### src/design/uqt_search.sv
`default_nettype none
// Id lookup over the slot directory, one slot per cycle.
module uqt_search #(
    parameter int SLOTS = 32,
    parameter int AW = 5
) (
    input  wire logic            clk,
    input  wire logic            rst_n,
    input  wire logic            start,
    input  wire logic            kind,
    input  wire logic [31:0]     id,
    input  wire logic            write_en,
    input  wire logic [AW-1:0]   write_slot,
    input  wire logic [31:0]     write_id,
    output logic                 done,
    output logic                 found,
    output logic                 has_free,
    output logic [AW-1:0]        hit_slot,
    output logic [AW-1:0]        free_slot
);
    localparam int PER = SLOTS / 2;
    localparam int PW = (PER > 1) ? $clog2(PER) : 1;

    logic [SLOTS-1:0] valid_reg;
    logic [31:0]      id_reg [SLOTS];
    logic             busy_reg;
    logic [PW:0]      cnt_reg;
    logic             found_reg, free_ok_reg;
    logic [AW-1:0]    hit_reg, free_reg;
    logic [AW-1:0]    cur;

    assign cur = AW'(kind ? PER : 0) + AW'(cnt_reg);

    always_ff @(posedge clk or negedge rst_n)
    begin
        if (!rst_n)
        begin
            valid_reg   <= '0;
            busy_reg    <= 1'b0;
            cnt_reg     <= '0;
            found_reg   <= 1'b0;
            free_ok_reg <= 1'b0;
        end
        else
        begin
            if (write_en)
                valid_reg[write_slot] <= 1'b1;
            if (start)
            begin
                busy_reg    <= 1'b1;
                cnt_reg     <= '0;
                found_reg   <= 1'b0;
                free_ok_reg <= 1'b0;
            end
            else if (busy_reg)
            begin
                if (valid_reg[cur] && id_reg[cur] == id && !found_reg)
                    found_reg <= 1'b1;
                if (!valid_reg[cur] && !free_ok_reg)
                    free_ok_reg <= 1'b1;
                cnt_reg <= cnt_reg + 1'b1;
                if (cnt_reg == (PW+1)'(PER - 1))
                    busy_reg <= 1'b0;
            end
        end
    end

    always_ff @(posedge clk)
    begin
        if (write_en)
            id_reg[write_slot] <= write_id;
        if (busy_reg && !start)
        begin
            if (valid_reg[cur] && id_reg[cur] == id && !found_reg)
                hit_reg <= cur;
            if (!valid_reg[cur] && !free_ok_reg)
                free_reg <= cur;
        end
    end

    logic busy_d_reg;
    always_ff @(posedge clk or negedge rst_n)
    begin
        if (!rst_n)
            busy_d_reg <= 1'b0;
        else
            busy_d_reg <= busy_reg;
    end

    assign done      = busy_d_reg && !busy_reg;
    assign found     = found_reg;
    assign has_free  = free_ok_reg;
    assign hit_slot  = hit_reg;
    assign free_slot = free_reg;
endmodule
`default_nettype wire

### config.mk
export PLATFORM = sky130hd
export DESIGN_NAME = uqt_search
export DESIGN_NICKNAME = d
export VERILOG_FILES = /design/src/design/uqt_search.sv
export SDC_FILE = /design/constraint.sdc
export NUM_CORES = 1
export LEC_CHECK = 0
export BUFFER_PORTS_ARGS = -buffer_cell sky130_fd_sc_hd__buf_4
export CORE_MARGIN = 2
export CORE_UTILIZATION = 25
export CTS_CLUSTER_DIAMETER = 30
export CTS_CLUSTER_SIZE = 12
export DETAILED_ROUTE_END_ITERATION = 12
export SLEW_MARGIN = 20
export SYNTH_ARGS = -nofsm -noshare
export SYNTH_HDL_FRONTEND = slang
export SYNTH_SLANG_ARGS = --single-unit
### constraint.sdc
create_clock -name clk -period 9.3 [get_ports clk]
set_clock_uncertainty 0.1 [all_clocks]
set_input_delay 1.86 -clock clk [delete_from_list [all_inputs] [get_ports clk]]
set_output_delay 1.86 -clock clk [all_outputs]
set_load 0.005 [all_outputs]
==> flow_metrics.tcl <==
set metrics [dict create \
    io_pins 87 \
    die-area_um2 170000 \
    htree_num_levels 4 \
    row_count 149 \
    drt-wirelength-per-cell_um 24.8 \
    drt-total-wl_um 112000 \
    start_util_pct 25.2 \
    firstDrtPassIters 6 \
    yosysTopAreaCell "edfxtp_1" \
    p_total_uw 12900 \
    hold_depth 1 \
    synth_warnings 0 \
    hp-class "flip-flop to flip-flop" \
    worstMarginPinSlew_ns 1.07 \
    numClockSinks 1075 \
    setup_violations 0 \
    area_delta_synth_final_pct 23.6 \
    tritoncts "done" \
    gp_congestion 0.781 \
    die_y_um 412 \
    vias_per_cell 4.64 \
    grtUsageMet2_pct 21.0 \
    drtIter0Drc 2583 \
    yosysSeqAreaShare_pct 77.1 \
    insertion_delay_ns 0.76 \
    critical_path.top_delay_family "simple AND/OR/NAND/NOR gates" \
    r2r_start "cnt_reg[3]" \
    nNetsFinal 2242 \
    crit_required_ns 9.59 \
    grtUsageMet3_pct 2.63 \
    synth_nets 2025 \
    ys_types 62 \
    dp.cells 4176 \
    crit_buf_inv 2 \
    post-route-period-util_pct 56.2 \
    irDropWorstVdd_uv 186 \
    fin_tns_setup_ns 0 \
    stdcell_count 4511 \
    fmax_mhz 191 \
    largest_register_ffs 1024 \
    hp-start "valid_reg[12]" \
    grt_pass1_wl_um 159000 \
    cts_buffers 177 \
    vias 20900 \
    max_stage_delay_ns 0.58 \
    postRouteAntennaNets 0 \
    crit_path_top_delay_cell "or4_1" \
    async_flop_share_pct 3.81 \
    cts_setup_buffers 0 \
    grt_use_total_pct 13.1 \
    yosysTopAreaCellShare_pct 74.6 \
    min_to "valid_reg[12]" \
    antenna_found_initial 9 \
    p_leak_uw 0.0163 \
    grt_pass1_vias 21200 \
    grt_busiest_layer "met2" \
    power_density_nw_per_um2 251 \
    grt_start_max_net_pins 121 \
    grt_overflow 0 \
    cap_viol_max_count 0 \
    hold_viol_final 0 \
    arrival_ns 5.52 \
    avgSynthCellArea_um2 21.4 \
    path_cells "buf_4 > xnor2_4 > buf_4 > a2111oi_0 > o41ai_1 > nand4_1 > a211o_1 > or4_1 > or4_4 > nor3_2" \
    synthFlopType "edfxtp_1" \
    coreArea_um2 165000 \
    yosys-top-cells-area "edfxtp_1 75%, mux4_2 13%, dfrtp_1 2.5%" \
    status "completed" \
    die-width_um 412 \
    r2r_end "hit_slot[1]" \
    cts_max_path_buffers 3 \
    use_met1_pct 17.9 \
    synth_edf_count 1034 \
    slew_headroom_pct 28.3 \
    final-max-slew-violation-count 0 \
    crit_top_cell "buf_4" \
    drive_gt1_share_pct 32.3 \
    place.detailed.hpwl_um 57600 \
    ys_ff_latch 1075 \
    drc 0 \
    port_buffers 86 \
    root_buffer "clkbuf_16" \
    r2r_slack_ns 4.33 \
    rsz0062_at_grt "no" \
    syn_inst 1949 \
    cts_resized 0 \
    worstSetupEndpointType "flip-flop" \
    start_kind "input pin" \
    cts_hold_buf 0 \
    r2r_cells 10 \
    crit_type "input pin to flip-flop" \
    clk_pin_slew_ns 0.05 \
    layout_min_cycle_time_ns 5.23 \
    netlist_area_um2 41600 \
    worst-path-max-fanout 44 \
]
==> metal layers <==
layer	vias up	wire length [µm]
li1	8680	-
met1	11200	47600
met2	849	53600
met3	173	8190
met4	12	2470
met5	-	66
==> per-stage QoR <==
stage | hold WS [ns] | worst slack (ns) | instance area (µm²) | utilization [%]
after floorplan | 0.252 | 4.11 | 41600 | -
after global placement | 0.344 | 3.13 | 45100 | 27.3
after detailed placement | 0.344 | 3.00 | 45100 | 27.3
after CTS | 0.359 | 3.76 | 51400 | 31.1
after global routing | 0.371 | 3.96 | 51400 | 31.1
final | 0.358 | 4.07 | 51400 | 31.1
==> cell type report <==
cell class              count  area, µm²
fillers                 15800     114000
multi-input cells         771       9240
clock buffers             198       4580
flip-flops and latches   1075      32100
inverters                   7       26.3
repair buffers            134       1060
clock inverters           134       1690
well taps                2189       2740
diodes                      3       7.51
==> placed cells by master (no fill, tap or decap), drive strengths merged, types with 5 or more instances in the layout <==
cell type / synthesis / routed
edfxtp: 1034 / 1034
mux4: 238 / 238
clkbuf: 39 / 198
buf: 57 / 134
mux2i: 88 / 88
nand2: 60 / 60
nor2: 60 / 60
clkinv: 0 / 56
dfrtp: 41 / 41
o22ai: 39 / 39
inv: 7 / 38
or2: 33 / 33
bufinv: 0 / 26
a22oi: 24 / 24
a21oi: 24 / 24
xnor2: 23 / 23
nand3: 21 / 21
clkinvlp: 0 / 21
o221ai: 15 / 15
and3: 14 / 14
nor4: 12 / 12
nor2b: 11 / 11
a2111oi: 10 / 10
xor2: 8 / 8
nand4: 7 / 7
o21ai: 7 / 7
a211oi: 7 / 7
a31oi: 7 / 7
nand3b: 6 / 6
nand2b: 6 / 6
and2: 5 / 5
==> how the worst max path moves through the flow <==
| stage | startpoint | to | slack, ns | cells past startpoint |
|---|---|---|---|---|
| 6_report | kind | hit_slot[1] | 4.07 | 10 |
| 5_1_grt | kind | hit_slot[1] | 3.96 | 10 |
| 4_1_cts | kind | hit_slot[1] | 3.76 | 10 |
| 3_5_place_dp | kind | hit_slot[1] | 3.00 | 10 |
| 3_3_place_gp | kind | hit_slot[2] | 3.13 | 10 |
| 2_1_floorplan | kind | hit_slot[0] | 4.11 | 10 |
==> cells by family (layout without fill, tap and decap cells) <==
kind of cell	count (synthesis)	after routing	share of synthesized area (%)
buffers and inverters	103	473	1.33
muxes	329	329	15.1
xor gates and xnor gates	31	31	0.670
AOI/OAI and AO/OA	160	160	2.73
adders and majority gates	2	2	0.0601
and+or+nand+nor	249	249	3.02
DFF	1075	1075	77.1
other	0	3	0
==> where the power goes <==
part | internal, µW | leakage, µW | total [µW] | switching, µW
Combinational | 304 | 0.00350 | 717 | 413
Clock | 4340 | 0.00301 | 6760 | 2420
Sequential | 5410 | 0.00979 | 5440 | 37.6
Total | 10000 | 0.0163 | 12900 | 2870
==> cells in the mapped netlist, drive strengths merged (3+ instances only) <==
cell,n
edfxtp,1034
and2,5
mux4,238
nor2b,11
o41ai,4
a211oi,7
nor3,3
a22oi,24
mux2i,88
and3,14
inv,7
or3b,3
a2111oi,10
nand3,21
xor2,8
o221ai,15
o22ai,39
nor4,12
clkbuf,39
dfrtp,41
nand4,7
nor2,60
nand3b,6
mux2,3
o2111ai,3
nand2b,6
nand2,60
buf,57
o21ai,7
xnor2,23
or2,33
a21oi,24
a31oi,7
(Power assumes the default switching activity.)
